$ cat config.mk
export PLATFORM = sky130hd
export DESIGN_NAME = cursor_pan_zoom_wrap_mapper
export DESIGN_NICKNAME = d
export VERILOG_FILES = /design/src/hdl/pzw_pkg.sv /design/src/hdl/pzw_div.sv /design/src/hdl/pzw_dp.sv /design/src/hdl/pzw_ctrl.sv /design/src/hdl/cursor_pan_zoom_wrap_mapper.sv
export SDC_FILE = /design/constraint.sdc
export NUM_CORES = 2
export LEC_CHECK = 0
export BUFFER_PORTS_ARGS = -buffer_cell sky130_fd_sc_hd__buf_2
export CORE_ASPECT_RATIO = 1.5
export CORE_MARGIN = 4
export CORE_UTILIZATION = 25
export CTS_CLUSTER_DIAMETER = 100
export DETAILED_ROUTE_END_ITERATION = 7
export PLACE_DENSITY = 0.44
export SYNTH_ARGS = -nofsm -noshare
export SYNTH_HDL_FRONTEND = slang
export SYNTH_SLANG_ARGS = --single-unit
export TNS_END_PERCENT = 50
$ cat constraint.sdc
create_clock -name clk -period 20.3 [get_ports clk]
set_input_delay 2.03 -clock clk [delete_from_list [all_inputs] [get_ports clk]]
set_output_delay 2.03 -clock clk [all_outputs]
set_load 0.05 [all_outputs]
$ cat src/hdl/pzw_pkg.sv
// Shared types and command codes for the cursor pan/zoom/wrap mapper.
// Used by the controller, the datapath and the top level. No dependencies.
package pzw_pkg;

  // fixed limits of the coordinate arithmetic; field widths are sized for these
  localparam int COORD_LIMIT = 4096;
  localparam int WRAP_MARGIN = 100;
  localparam int ZOOM_LIMIT  = 16;

  localparam int OP_W = 4;

  localparam logic [OP_W-1:0] OP_NONE     = 4'd0;
  localparam logic [OP_W-1:0] OP_LOAD     = 4'd1;
  localparam logic [OP_W-1:0] OP_DIV_LIM  = 4'd2;
  localparam logic [OP_W-1:0] OP_MAP      = 4'd3;
  localparam logic [OP_W-1:0] OP_MARG     = 4'd4;
  localparam logic [OP_W-1:0] OP_DIV_WRAP = 4'd5;
  localparam logic [OP_W-1:0] OP_WFIX     = 4'd6;
  localparam logic [OP_W-1:0] OP_DIV_B1   = 4'd7;
  localparam logic [OP_W-1:0] OP_BPAN     = 4'd8;
  localparam logic [OP_W-1:0] OP_DIV_B2   = 4'd9;
  localparam logic [OP_W-1:0] OP_BFIX     = 4'd10;
  localparam logic [OP_W-1:0] OP_FINISH   = 4'd11;

  // register indexes of the configuration port
  localparam logic [2:0] REG_PAN_LEFT  = 3'd0;
  localparam logic [2:0] REG_PAN_TOP   = 3'd1;
  localparam logic [2:0] REG_ZOOM      = 3'd2;
  localparam logic [2:0] REG_MEM_W     = 3'd3;
  localparam logic [2:0] REG_MEM_H     = 3'd4;
  localparam logic [2:0] REG_VID_W     = 3'd5;
  localparam logic [2:0] REG_VID_H     = 3'd6;
  localparam logic [2:0] REG_AUTOTRACK = 3'd7;

  localparam int DVD_W = 24;  // divider dividend width
  localparam int DVS_W = 13;  // divider divisor width

  typedef struct packed {
    logic [OP_W-1:0] op;
    logic            axis;  // 0: X, 1: Y
  } cmd_t;

  typedef struct packed {
    logic div_done;
    logic repos;
  } sts_t;

endpackage

$ cat src/hdl/pzw_div.sv
// Restoring divider, one quotient bit per cycle.
// Depends on nothing; used by the pzw datapath.
module pzw_div #(
  parameter int DW = 24,
  parameter int VW = 13
) (
  input  logic          clk,
  input  logic          rst_n,
  input  logic          start,
  input  logic [DW-1:0] dividend,
  input  logic [VW-1:0] divisor,
  output logic          done,
  output logic [DW-1:0] quotient,
  output logic [VW-1:0] remainder
);

  localparam int CW = $clog2(DW + 1);

  logic [DW-1:0] quo_r, quo_nxt;
  logic [VW-1:0] rem_r, rem_nxt, dvs_r;
  logic [CW-1:0] cnt_r, cnt_nxt;
  logic          done_r, done_nxt;
  logic [VW:0]   sh;

  always_comb begin
    quo_nxt  = quo_r;
    rem_nxt  = rem_r;
    cnt_nxt  = cnt_r;
    done_nxt = 1'b0;
    sh       = {rem_r, quo_r[DW-1]};
    if (start) begin
      quo_nxt = dividend;
      rem_nxt = '0;
      cnt_nxt = CW'(DW);
    end else if (cnt_r != '0) begin
      if (sh >= {1'b0, dvs_r}) begin
        rem_nxt = VW'(sh - {1'b0, dvs_r});
        quo_nxt = {quo_r[DW-2:0], 1'b1};
      end else begin
        rem_nxt = sh[VW-1:0];
        quo_nxt = {quo_r[DW-2:0], 1'b0};
      end
      cnt_nxt  = cnt_r - 1'b1;
      done_nxt = (cnt_r == CW'(1));
    end
  end

  always_ff @(posedge clk) begin
    if (!rst_n) begin
      cnt_r  <= '0;
      done_r <= 1'b0;
    end else begin
      cnt_r  <= cnt_nxt;
      done_r <= done_nxt;
    end
    quo_r <= quo_nxt;
    rem_r <= rem_nxt;
    if (start) dvs_r <= divisor;
  end

  assign done      = done_r;
  assign quotient  = quo_r;
  assign remainder = rem_r;

endmodule

$ cat src/hdl/pzw_dp.sv
// Datapath of the mapper: clamps, axis mapping, wrap fix-up and output register.
// Depends on pzw_pkg and pzw_div.
module pzw_dp import pzw_pkg::*; (
  input  logic        clk,
  input  logic        rst_n,
  input  cmd_t        cmd,
  output sts_t        sts,
  input  logic [13:0] sample_x,
  input  logic [13:0] sample_y,
  input  logic [2:0]  button_bits,
  input  logic [12:0] cfg_pan_left,
  input  logic [12:0] cfg_pan_top,
  input  logic [4:0]  cfg_zoom,
  input  logic [12:0] cfg_mem_w,
  input  logic [12:0] cfg_mem_h,
  input  logic [12:0] cfg_vid_w,
  input  logic [12:0] cfg_vid_h,
  input  logic        cfg_autotrack,
  output logic [63:0] out_data
);

  localparam logic [15:0]        CL16    = 16'(COORD_LIMIT);
  localparam logic [7:0]         ZL8     = 8'(ZOOM_LIMIT);
  localparam logic signed [15:0] IN_LO   = -16'sd512;
  localparam logic signed [15:0] IN_HI   = $signed(16'(COORD_LIMIT + 511));
  localparam logic signed [23:0] MARG_LO = -$signed(24'(WRAP_MARGIN + 1));

  function automatic logic [12:0] clamp13(input logic [12:0] v);
    logic [12:0] r;
    if (v == '0) r = 13'd1;
    else if ({3'b0, v} > CL16) r = CL16[12:0];
    else r = v;
    return r;
  endfunction

  function automatic logic [4:0] clamp5(input logic [4:0] v);
    logic [4:0] r;
    if (v == '0) r = 5'd1;
    else if ({3'b0, v} > ZL8) r = ZL8[4:0];
    else r = v;
    return r;
  endfunction

  function automatic logic signed [15:0] clamp_in(input logic [13:0] v);
    logic signed [15:0] s;
    logic signed [15:0] r;
    s = $signed({{2{v[13]}}, v});
    if (s < IN_LO) r = IN_LO;
    else if (s > IN_HI) r = IN_HI;
    else r = s;
    return r;
  endfunction

  logic [12:0] pl_r, pt_r, mw_r, mh_r, vw_r, vh_r;
  logic [4:0]  zm_r;
  logic        at_r;
  logic signed [15:0] px_r, py_r;
  logic [2:0]  btn_r;
  logic        set_r, set_nxt;
  logic signed [23:0] prod_r, pm_r;
  logic [17:0] mz_r;
  logic [12:0] sx_r, sy_r, mx_r, my_r;
  logic [13:0] m_r;
  logic [12:0] last_x_r, last_y_r;
  logic [2:0]  last_b_r;
  logic [63:0] out_r;

  // axis selection
  logic [12:0] pan, mem, vid, s_ax;
  logic signed [15:0] p_ax;
  assign pan  = cmd.axis ? pt_r : pl_r;
  assign mem  = cmd.axis ? mh_r : mw_r;
  assign vid  = cmd.axis ? vh_r : vw_r;
  assign p_ax = cmd.axis ? py_r : px_r;
  assign s_ax = cmd.axis ? sy_r : sx_r;

  // shared divider
  logic              div_start, div_done;
  logic [DVD_W-1:0]  dvd, quo;
  logic [DVS_W-1:0]  dvs, rem;
  logic [23:0]       pm_abs;

  assign pm_abs = pm_r[23] ? 24'(-pm_r) : 24'(pm_r);

  always_comb begin
    div_start = 1'b1;
    dvd       = '0;
    dvs       = 13'd1;
    unique case (cmd.op)
      OP_DIV_LIM: begin
        dvd = 24'(vid) + 24'(zm_r) - 24'd1;
        dvs = 13'(zm_r);
      end
      OP_DIV_WRAP: begin
        dvd = pm_abs;
        dvs = vid;
      end
      OP_DIV_B1: begin
        dvd = 24'(s_ax) - 24'd1;
        dvs = 13'(zm_r);
      end
      OP_DIV_B2: begin
        dvd = 24'(m_r) - 24'd1;
        dvs = mem;
      end
      default: div_start = 1'b0;
    endcase
  end

  pzw_div #(.DW(DVD_W), .VW(DVS_W)) u_div (
    .clk       (clk),
    .rst_n     (rst_n),
    .start     (div_start),
    .dividend  (dvd),
    .divisor   (dvs),
    .done      (div_done),
    .quotient  (quo),
    .remainder (rem)
  );

  // axis mapping: window test, memory wrap, scale
  logic signed [17:0] p18, pan18, mem18, vid18, lim18, pa;
  logic               outside;
  logic signed [23:0] prod_c;
  logic [17:0]        mz_c;

  always_comb begin
    p18     = {{2{p_ax[15]}}, p_ax};
    pan18   = $signed({5'b0, pan});
    mem18   = $signed({5'b0, mem});
    vid18   = $signed({5'b0, vid});
    lim18   = pan18 + $signed({4'b0, quo[13:0]});
    set_nxt = set_r;
    if (lim18 > mem18) outside = (p18 < pan18) && (p18 >= lim18 - mem18);
    else outside = (p18 < pan18) || (p18 >= lim18);
    pa = p18;
    if (outside) begin
      set_nxt = 1'b1;
      if (pa < 18'sd1) pa = pa + vid18;
      if (pa > mem18) pa = pa - vid18;
    end else begin
      if (pa < 18'sd1) begin
        pa      = pa + mem18;
        set_nxt = 1'b1;
      end
      if (pa > mem18) begin
        pa      = pa - mem18;
        set_nxt = 1'b1;
      end
    end
    prod_c = (pa - pan18) * $signed({1'b0, zm_r});
    mz_c   = 18'(mem) * 18'(zm_r);
  end

  // screen wrap fix-up, with a correction for a negative dividend
  logic [12:0] s_new;
  assign s_new = ((pm_r[23] && rem != '0) ? (vid - rem) : rem) + 13'd1;

  logic changed, repos, publish;
  assign repos   = set_r & at_r;
  assign changed = (sx_r != last_x_r) || (sy_r != last_y_r) || (btn_r != last_b_r) || set_r;
  assign publish = changed & at_r;

  always_ff @(posedge clk) begin
    if (!rst_n) begin
      last_x_r <= 13'd1;
      last_y_r <= 13'd2;
      last_b_r <= 3'd3;
    end else if (cmd.op == OP_FINISH && publish) begin
      last_x_r <= sx_r;
      last_y_r <= sy_r;
      last_b_r <= btn_r;
    end
    unique case (cmd.op)
      OP_LOAD: begin
        pl_r  <= clamp13(cfg_pan_left);
        pt_r  <= clamp13(cfg_pan_top);
        mw_r  <= clamp13(cfg_mem_w);
        mh_r  <= clamp13(cfg_mem_h);
        vw_r  <= clamp13(cfg_vid_w);
        vh_r  <= clamp13(cfg_vid_h);
        zm_r  <= clamp5(cfg_zoom);
        at_r  <= cfg_autotrack;
        px_r  <= clamp_in(sample_x);
        py_r  <= clamp_in(sample_y);
        btn_r <= button_bits;
        set_r <= 1'b0;
        mx_r  <= '0;
        my_r  <= '0;
      end
      OP_MAP: begin
        set_r  <= set_nxt;
        prod_r <= prod_c;
        mz_r   <= mz_c;
      end
      OP_MARG: pm_r <= (prod_r < MARG_LO) ? prod_r + $signed({6'b0, mz_r}) : prod_r;
      OP_WFIX: begin
        if (cmd.axis) sy_r <= s_new;
        else sx_r <= s_new;
      end
      OP_BPAN: m_r <= quo[13:0] + {1'b0, pan};
      OP_BFIX: begin
        if (cmd.axis) my_r <= rem + 13'd1;
        else mx_r <= rem + 13'd1;
      end
      OP_FINISH: out_r <= {6'b0, my_r, mx_r, publish, repos, changed, btn_r, sy_r, sx_r};
      default: ;
    endcase
  end

  assign sts.div_done = div_done;
  assign sts.repos    = repos;
  assign out_data     = out_r;

endmodule

$ cat src/hdl/pzw_ctrl.sv
// Sequencer of the mapper: steps the datapath through both axes and the
// optional map-back, and owns the stream handshakes. Depends on pzw_pkg.
module pzw_ctrl import pzw_pkg::*; (
  input  logic clk,
  input  logic rst_n,
  input  logic in_tvalid,
  output logic in_tready,
  output logic out_tvalid,
  input  logic out_tready,
  input  sts_t sts,
  output cmd_t cmd
);

  localparam logic [3:0] S_IDLE   = 4'd0;
  localparam logic [3:0] S_LIM    = 4'd1;
  localparam logic [3:0] S_LIM_W  = 4'd2;
  localparam logic [3:0] S_MAP    = 4'd3;
  localparam logic [3:0] S_MARG   = 4'd4;
  localparam logic [3:0] S_WRAP   = 4'd5;
  localparam logic [3:0] S_WRAP_W = 4'd6;
  localparam logic [3:0] S_WFIX   = 4'd7;
  localparam logic [3:0] S_B1     = 4'd8;
  localparam logic [3:0] S_B1_W   = 4'd9;
  localparam logic [3:0] S_BPAN   = 4'd10;
  localparam logic [3:0] S_B2     = 4'd11;
  localparam logic [3:0] S_B2_W   = 4'd12;
  localparam logic [3:0] S_BFIX   = 4'd13;
  localparam logic [3:0] S_FIN    = 4'd14;

  logic [3:0] state_r, state_nxt;
  logic       axis_r, axis_nxt;
  logic       ov_r, ov_nxt;

  always_comb begin
    state_nxt = state_r;
    axis_nxt  = axis_r;
    ov_nxt    = ov_r & ~out_tready;
    cmd.op    = OP_NONE;
    cmd.axis  = axis_r;
    in_tready = 1'b0;
    unique case (state_r)
      S_IDLE: begin
        in_tready = 1'b1;
        if (in_tvalid) begin
          cmd.op    = OP_LOAD;
          axis_nxt  = 1'b0;
          state_nxt = S_LIM;
        end
      end
      S_LIM: begin
        cmd.op    = OP_DIV_LIM;
        state_nxt = S_LIM_W;
      end
      S_LIM_W: if (sts.div_done) state_nxt = S_MAP;
      S_MAP: begin
        cmd.op    = OP_MAP;
        state_nxt = S_MARG;
      end
      S_MARG: begin
        cmd.op    = OP_MARG;
        state_nxt = S_WRAP;
      end
      S_WRAP: begin
        cmd.op    = OP_DIV_WRAP;
        state_nxt = S_WRAP_W;
      end
      S_WRAP_W: if (sts.div_done) state_nxt = S_WFIX;
      S_WFIX: begin
        cmd.op = OP_WFIX;
        if (!axis_r) begin
          axis_nxt  = 1'b1;
          state_nxt = S_LIM;
        end else if (sts.repos) begin
          axis_nxt  = 1'b0;
          state_nxt = S_B1;
        end else begin
          state_nxt = S_FIN;
        end
      end
      S_B1: begin
        cmd.op    = OP_DIV_B1;
        state_nxt = S_B1_W;
      end
      S_B1_W: if (sts.div_done) state_nxt = S_BPAN;
      S_BPAN: begin
        cmd.op    = OP_BPAN;
        state_nxt = S_B2;
      end
      S_B2: begin
        cmd.op    = OP_DIV_B2;
        state_nxt = S_B2_W;
      end
      S_B2_W: if (sts.div_done) state_nxt = S_BFIX;
      S_BFIX: begin
        cmd.op = OP_BFIX;
        if (!axis_r) begin
          axis_nxt  = 1'b1;
          state_nxt = S_B1;
        end else begin
          state_nxt = S_FIN;
        end
      end
      S_FIN: begin
        if (!ov_r || out_tready) begin
          cmd.op    = OP_FINISH;
          ov_nxt    = 1'b1;
          state_nxt = S_IDLE;
        end
      end
      default: state_nxt = S_IDLE;
    endcase
  end

  always_ff @(posedge clk) begin
    if (!rst_n) begin
      state_r <= S_IDLE;
      axis_r  <= 1'b0;
      ov_r    <= 1'b0;
    end else begin
      state_r <= state_nxt;
      axis_r  <= axis_nxt;
      ov_r    <= ov_nxt;
    end
  end

  assign out_tvalid = ov_r;

endmodule

$ cat src/hdl/cursor_pan_zoom_wrap_mapper.sv
// Top level of the cursor pan/zoom/wrap mapper: APB register file, sequencer
// and datapath. Depends on pzw_pkg, pzw_ctrl, pzw_dp (and pzw_div below it).
//
// Takes one mouse sample per item (X, Y in image-memory coordinates, buttons)
// and returns one item: the screen position after memory wrap, pan, zoom and
// video wrap, the buttons, the changed / reposition / publish flags, and when
// a reposition is due the position mapped back into image memory (else 0).
// Registers are sampled when an item is accepted and clamped to their ranges.
// One item at a time: a new sample is taken only once the last one has been
// passed to the output register. All divisions run on one shared 24-bit
// restoring divider: four per item, or eight when a reposition forces the
// map-back. A finished item waits in the output register while the next
// sample is already being taken in.
module cursor_pan_zoom_wrap_mapper import pzw_pkg::*; (
  input  logic        clk,
  input  logic        rst_n,
  // in_tdata: [13:0] sample_x, [27:14] sample_y, [30:28] button_bits, [31] zero
  input  logic        in_tvalid,
  output logic        in_tready,
  input  logic [31:0] in_tdata,
  // out_tdata: [12:0] screen_x, [25:13] screen_y, [28:26] button_state,
  // [29] changed, [30] reposition, [31] publish, [44:32] memory_x,
  // [57:45] memory_y, [63:58] zero
  output logic        out_tvalid,
  input  logic        out_tready,
  output logic [63:0] out_tdata,
  input  logic        cfg_psel,
  input  logic        cfg_penable,
  input  logic        cfg_pwrite,
  input  logic [4:0]  cfg_paddr,
  input  logic [31:0] cfg_pwdata,
  output logic [31:0] cfg_prdata,
  output logic        cfg_pready
);

  logic [12:0] pan_left_r, pan_top_r, mem_w_r, mem_h_r, vid_w_r, vid_h_r;
  logic [4:0]  zoom_r;
  logic        autotrack_r;
  logic        wr_en;
  logic [2:0]  reg_idx;

  assign cfg_pready = 1'b1;
  assign wr_en      = cfg_psel & cfg_penable & cfg_pwrite & cfg_pready;
  assign reg_idx    = cfg_paddr[4:2];

  always_ff @(posedge clk) begin
    if (!rst_n) begin
      pan_left_r  <= 13'd1;
      pan_top_r   <= 13'd1;
      zoom_r      <= 5'd1;
      mem_w_r     <= 13'd1024;
      mem_h_r     <= 13'd1024;
      vid_w_r     <= 13'd1024;
      vid_h_r     <= 13'd1024;
      autotrack_r <= 1'b1;
    end else if (wr_en) begin
      unique case (reg_idx)
        REG_PAN_LEFT:  pan_left_r  <= cfg_pwdata[12:0];
        REG_PAN_TOP:   pan_top_r   <= cfg_pwdata[12:0];
        REG_ZOOM:      zoom_r      <= cfg_pwdata[4:0];
        REG_MEM_W:     mem_w_r     <= cfg_pwdata[12:0];
        REG_MEM_H:     mem_h_r     <= cfg_pwdata[12:0];
        REG_VID_W:     vid_w_r     <= cfg_pwdata[12:0];
        REG_VID_H:     vid_h_r     <= cfg_pwdata[12:0];
        REG_AUTOTRACK: autotrack_r <= cfg_pwdata[0];
        default: ;
      endcase
    end
  end

  always_comb begin
    unique case (reg_idx)
      REG_PAN_LEFT:  cfg_prdata = {19'b0, pan_left_r};
      REG_PAN_TOP:   cfg_prdata = {19'b0, pan_top_r};
      REG_ZOOM:      cfg_prdata = {27'b0, zoom_r};
      REG_MEM_W:     cfg_prdata = {19'b0, mem_w_r};
      REG_MEM_H:     cfg_prdata = {19'b0, mem_h_r};
      REG_VID_W:     cfg_prdata = {19'b0, vid_w_r};
      REG_VID_H:     cfg_prdata = {19'b0, vid_h_r};
      REG_AUTOTRACK: cfg_prdata = {31'b0, autotrack_r};
      default:       cfg_prdata = '0;
    endcase
  end

  cmd_t cmd;
  sts_t sts;

  pzw_ctrl u_ctrl (
    .clk        (clk),
    .rst_n      (rst_n),
    .in_tvalid  (in_tvalid),
    .in_tready  (in_tready),
    .out_tvalid (out_tvalid),
    .out_tready (out_tready),
    .sts        (sts),
    .cmd        (cmd)
  );

  pzw_dp u_dp (
    .clk           (clk),
    .rst_n         (rst_n),
    .cmd           (cmd),
    .sts           (sts),
    .sample_x      (in_tdata[13:0]),
    .sample_y      (in_tdata[27:14]),
    .button_bits   (in_tdata[30:28]),
    .cfg_pan_left  (pan_left_r),
    .cfg_pan_top   (pan_top_r),
    .cfg_zoom      (zoom_r),
    .cfg_mem_w     (mem_w_r),
    .cfg_mem_h     (mem_h_r),
    .cfg_vid_w     (vid_w_r),
    .cfg_vid_h     (vid_h_r),
    .cfg_autotrack (autotrack_r),
    .out_data      (out_tdata)
  );

endmodule
Word-level counts from Yosys, hierarchy flattened. Index checks and enable logic that the tools add are counted. W data, S select, Z words.

Input bits: 76. Flip-flop bits (word level): 485. Output and inout bits: 99.

Multipliers: 2. Add/subtract/negate cells: 19. Reductions and logical operators: 52. Eq/ne operators: 45. Bitwise logic cells: 9. $lt $le $gt $ge: 20. Muxes and demuxes: 63.

Operator list (count): $pmux W32 S8 (1); $mux W13 (14); $mux W18 (7); $mux W24 (4); $pmux W24 S4 (1); $gt A13 B13 Y1 const B (6); $logic_not A13 Y1 (6); $pmux W4 S15 (1); $gt A18 B14 Y1 (3); $sub A18 B14 Y18 (3); $pmux W13 S2 (2); $mux W16 (3); $eq A4 B4 Y1 const B (11); $pmux W4 S11 (1); $pmux W13 S3 (1); $add A16 B14 Y17 (2); $eq A4 B3 Y1 const B (8); $mux W4 (8); $gt A14 B14 Y1 const B (2); $lt A14 B10 Y1 const B (2); $reduce_and A2 Y1 (14); $add A13 B1 Y13 const B (2); $ne A13 B13 Y1 (2); $sub A13 B13 Y13 (2); other kinds (50) (104).

Longest topological paths before layout.
Depth in word-level cells: 12. Mapped depth: 63. Mapped depth without buffers: 55.

By module. A second synthesis with hierarchy kept.

Cells, all modules: 3706. Area, all modules: 35913.2 sq um.

By module, submodules not included: pzw_dp (seq. area each 9769.4 sq um, cells an instance 2920, area an instance 28244.6 sq um, instances 1); cursor_pan_zoom_wrap_mapper (seq. area each 1681.6 sq um, cells an instance 444, area an instance 4116.4 sq um, instances 1); pzw_div (seq. area each 1491.4 sq um, cells an instance 265, area an instance 2997.9 sq um, instances 1); pzw_ctrl (seq. area each 120.1 sq um, cells an instance 77, area an instance 554.3 sq um, instances 1).

Least setup slack after synthesis. No wires, ideal clock.

Kind: register to register. Start: reg u_ctrl.axis_r. End: reg u_dp.prod_r[23] (data pin). Slack: 6.413 ns. Cell stages (with the launch flop): 60. Arrival time: 13.627 ns. Clock period less this slack: 13.887 ns. Path buffers: 9. Setup time: 0.259 ns. Path through: dfxtp_1 -> buf_6 -> buf_4 -> buf_2 -> buf_2 -> buf_1 -> buf_2 -> buf_2 -> buf_4 -> mux2i_1 -> inv_1 -> ha_1 -> a211oi_1 -> o21a_1 -> o21bai_1 -> o31ai_1 -> nor2b_1 -> o21ai_0 -> [24 not listed] -> a21oi_1 -> nor3_2 -> a21oi_2 -> and2_1 -> fa_1 -> fa_1 -> inv_1 -> fa_1 -> inv_1 -> ha_1 -> and3_1 -> a21oi_1 -> o21ai_1 -> nor4_1 -> nor3_1 -> a2111oi_0 -> o2bb2ai_1 -> xnor2_1.

Cells in the longest elaborated chain, start to end: 9.

RTL lines: start, declared (RTL line pzw_ctrl.sv:31) `logic axis_r, axis_nxt;`; start signal, assigned (RTL line pzw_ctrl.sv:121) `axis_r <= axis_nxt;`; $mux W13 (*) (RTL line pzw_dp.sv:71) `assign pan = cmd.axis ? pt_r : pl_r;`; $add A13 B14 Y15 (*) (RTL line pzw_dp.sv:132) `lim18 = pan18 + $signed({4'b0, quo[13:0]});`; net u_dp.lim18[11] (RTL line pzw_dp.sv:122) `logic signed [17:0] p18, pan18, mem18, vid18, lim18, pa;`; $sub A18 B14 Y18 (RTL line pzw_dp.sv:134) `if (lim18 > mem18) outside = (p18 < pan18) && (p18 >= lim18 - mem18);`; $ge A16 B18 Y1 (RTL line pzw_dp.sv:134); $logic_and A1 B1 Y1 (RTL line pzw_dp.sv:134); $mux W1 (*) (RTL line pzw_dp.sv:134); $mux W18 (*) (RTL line pzw_dp.sv:137) `if (outside) begin`; $sub A18 B14 Y19 (*) (RTL line pzw_dp.sv:151) `prod_c = (pa - pan18) * $signed({1'b0, zm_r});`; $mul A24 B6 Y24 (*) (RTL line pzw_dp.sv:151); net u_dp.prod_c[23] (RTL line pzw_dp.sv:124) `logic signed [23:0] prod_c;`; end signal, assigned (RTL line pzw_dp.sv:193) `prod_r <= prod_c;`; end, declared (RTL line pzw_dp.sv:60) `logic signed [23:0] prod_r, pm_r;`.

Mark *: on every way through the listed nets, which the timed path passes. The rest lies on a longest branch. The select of a mux whose other input is x is not followed. A chain may end at the register's enable or synchronous reset.

Final worst setup path. Same ends and word-level chain as after synthesis.

==> Implementation_results.wiki <==
{| class="wikitable"
! Metric !! Value
|-
| R2R Path End || u_dp.prod_r[23]$_DFFE_PP_
|-
| Pin count of the biggest net entering global routing || 90
|-
| Layout area overhead || 13.4%
|-
| Drt initial violations || around 1600
|-
| Die Area || around 150000 sq um
|-
| Pre-CTS setup slack || 5.98 ns
|-
| Hold slack final || between 0.4 and 0.5 ns
|-
| Synthesis-stage register bit count || 481
|-
| Row count || 168
|-
| Transition time at the pin with the least slew margin || 1.21 ns
|-
| Startpoint of the most critical hold path || u_dp.my_r[5]$_DFFE_PP_
|-
| Max-cap violations || 0
|-
| Clock buffer count from CTS || 54
|-
| Worst slew margin relative to its limit || 19.0%
|-
| Clock transition at the register clock pins on the worst setup and hold paths after CTS || 0.06 ns
|-
| Worst-path maximum fanout || 51
|-
| Startpoint class of the critical path || flip-flop
|-
| Layout cell share with drive strength beyond 1 || 9.11%
|-
| Slew Limit Fails || 0
|-
| Unrepaired setup endpoints after global routing || false
|-
| CP top delay family || compound AO/OA/AOI/OAI gates
|-
| Worst path setup slack after routing || 5.95 ns
|-
| Share of the clock period used by the worst path || between 70 and 80%
|-
| Distinct cell type count of the synthesized netlist || 86
|-
| Sequential area share after synthesis || 37.1%
|-
| Critical path buffer and inverter count || 7
|-
| Number of enable-type register cells in the synthesized netlist || 343
|-
| Number of resized instances in the post-cts repair step || 0
|-
| Cts-stage hold buffer count || 0
|-
| Die Wd || 314 microns
|-
| Total length of routed met3 wires || 3750 microns
|-
| Cell Area, Placed || 38100 sq um
|-
| Clock tree skew after final layout || 0.0572 ns
|-
| Post-route cell area || about 40000 sq um
|-
| Worst Hold Class || flip-flop to flip-flop
|-
| GRT Residual Overflow || 0
|-
| Synth Flop Type || sky130_fd_sc_hd__edfxtp_1
|-
| Latest clock arrival within the worst-skew pair || 0.67 ns
|-
| Max Fclk || between 0.06 and 0.07 GHz
|-
| WL met1 || 45600 microns
|-
| Met2 wirelength from detailed routing || about 61000 microns
|-
| Number of filler cells placed in the layout || 14900
|-
| Initial Util || around a quarter
|-
| Data required time at the worst endpoint || 20.67 ns
|-
| Via count of the first global-routing pass || 27300
|-
| Shortest clock period the worst path allows after layout || between 10 and 15 ns
|-
| Kind of critical path || flip-flop to flip-flop
|-
| Cell area after synthesis || 35200 sq um
|-
| Port Buf Inserts || 126
|-
| Kind of end point of the critical path || flip-flop
|-
| GP Congestion || approximately 0.93
|-
| Run status || finished clean
|-
| Synth Area per Inst || 9.56 sq um
|-
| Endpoint of the worst hold-timing path || u_dp.out_data[50]$_DFFE_PP_
|-
| Sink Count || roughly 480
|-
| Max incr delay on CP || 0.76 ns
|-
| Clock root buffer || sky130_fd_sc_hd__clkbuf_16
|-
| Placeable Area || 140000 sq um
|-
| Via count normalized by instance count || 4.75
|-
| Die Y || 468 microns
|-
| Post-detailed-route DRC marker count || 0
|-
| DP HPWL || 92300 microns
|-
| Global router's overall resource usage || 15.5%
|-
| Clock tree from TritonCTS || yes
|-
| Cell count of the worst reg-to-reg path || just over 50
|-
| Wirelength, routed || approximately 120000 microns
|-
| Data arrival time of the critical path || 14.72 ns
|-
| Setup TNS || 0 ns
|-
| Nets@finish || ~4300
|-
| Post-route ant nets || 0
|-
| WL per Instance || 20.3 microns
|-
| Total number of H-tree levels || 2
|-
| Clock Path Buffers || 3
|-
| Count of endpoints failing hold in the final timing report || 0
|-
| Via Count || 27100
|-
| Setup violation total in the final timing report || 0
|-
| I/O pins || roughly 180
|-
| Buffers inserted by post-CTS timing repair || 0
|-
| Synth Instances || 3685
|-
| Wire length of the first global-routing pass || approximately 170000 microns
|-
| Hold path cells || 0
|-
| FF-to-FF setup slack || 5.95 ns
|-
| Number of antenna violations at the first check in global routing || 6
|-
| CP max-delay cell || sky130_fd_sc_hd__mux2i_1
|-
| Post-synth ARST share || 0%
|-
| Highest routing layer actually used || met5
|-
| Synth warnings || 0
|-
| RR Startpoint || u_ctrl.axis_r$_SDFFE_PN0P_
|-
| First-pass iteration count of the detailed router || 5
|}
## layout by cell type (no fill, tap or decap), types with 137 or more instances in the layout
| cell type | instances |
|---|---|
| sky130_fd_sc_hd__nor2_1 | 185 |
| sky130_fd_sc_hd__ha_1 | 278 |
| sky130_fd_sc_hd__xnor2_1 | 153 |
| sky130_fd_sc_hd__dfxtp_1 | 137 |
| sky130_fd_sc_hd__edfxtp_1 | 343 |
| sky130_fd_sc_hd__a21oi_1 | 216 |
| sky130_fd_sc_hd__o21ai_0 | 149 |
| sky130_fd_sc_hd__nor2b_1 | 152 |
| sky130_fd_sc_hd__inv_1 | 272 |
| sky130_fd_sc_hd__nand2_1 | 406 |
## worst max path at each step
stage,to,cells after the start,start,slack [ns]
after floorplan,u_dp.prod_r[23]$_DFFE_PP_,59,u_ctrl.axis_r$_SDFFE_PN0P_,6.41
after global placement,u_dp.prod_r[23]$_DFFE_PP_,51,u_ctrl.axis_r$_SDFFE_PN0P_,6.09
after detailed placement,u_dp.prod_r[23]$_DFFE_PP_,51,u_ctrl.axis_r$_SDFFE_PN0P_,5.98
after CTS,u_dp.prod_r[23]$_DFFE_PP_,51,u_ctrl.axis_r$_SDFFE_PN0P_,5.87
after global routing,u_dp.prod_r[23]$_DFFE_PP_,51,u_ctrl.axis_r$_SDFFE_PN0P_,4.81
final,u_dp.prod_r[23]$_DFFE_PP_,51,u_ctrl.axis_r$_SDFFE_PN0P_,5.95
## cell usage after synthesis, types with 38 or more instances
library cell	n	area (sq um)
sky130_fd_sc_hd__nand2_1	406	1520
sky130_fd_sc_hd__nor4_1	38	238
sky130_fd_sc_hd__edfxtp_1	343	10300
sky130_fd_sc_hd__dfxtp_1	138	2760
sky130_fd_sc_hd__a21o_1	60	450
sky130_fd_sc_hd__a21oi_1	216	1080
sky130_fd_sc_hd__mux2i_1	120	1200
sky130_fd_sc_hd__inv_1	273	1020
sky130_fd_sc_hd__ha_1	278	3480
sky130_fd_sc_hd__nand3_1	71	355
sky130_fd_sc_hd__nor2_1	185	694
sky130_fd_sc_hd__fa_1	101	2020
sky130_fd_sc_hd__xor2_1	108	946
sky130_fd_sc_hd__o21a_1	54	405
sky130_fd_sc_hd__a21boi_0	85	638
sky130_fd_sc_hd__o21ai_0	151	756
sky130_fd_sc_hd__nor2b_1	152	951
sky130_fd_sc_hd__clkbuf_1	110	413
sky130_fd_sc_hd__and2_1	82	513
sky130_fd_sc_hd__nor3_1	80	400
sky130_fd_sc_hd__xnor2_1	153	1340
## sequential cells by signal, summed over array words and instances (netlist names), 14 cells and up
signal and cells:
u_dp.out_data 58, u_dp.pm_r 24, u_dp.prod_r 24, u_dp.u_div.quotient 24, u_dp.mz_r 18, u_dp.m_r 14, u_dp.px_r 14, u_dp.py_r 14
## area by class of cell
cell class	count	area (sq um)	share of cell area (%)
Clock buffer	64	1410	3.53
Multi-Input combinational cell	2798	20600	51.5
Clock inverter	37	417	1.04
Sequential cell	481	13100	32.7
Timing Repair Buffer	187	1090	2.73
Inverter	276	1040	2.60
Tap cell	1870	2340	5.86
Antenna cell	1	2.50	0.00626
## cells by family after synthesis
family / count (synthesis) / synth area share, %
simple gates: 1165 / 16.1
buf+inv: 430 / 4.93
xor+xnor: 261 / 6.49
compound gates: 817 / 15.1
mux: 150 / 4.59
other cells: 2 / 0.0213
fa+ha+maj: 379 / 15.6
flops: 481 / 37.1
## layer usage
metal	up-vias	GRT usage (%)
li1	13200	-
met1	13100	17.2
met2	540	29.5
met3	200	1.59
met4	4	7.18
met5	-	0
## metrics by stage
stage	std cells	utilization [%]
2_1_floorplan	3709	-
3_3_place_gp	5612	27.3
3_5_place_dp	5612	27.3
4_1_cts	5713	28.6
5_1_grt	5714	28.6
6_report	5714	28.6
Power is left out: the tool's default activity adds up to more than one toggle a clock period on the data nets, which glitch-free logic cannot reach.
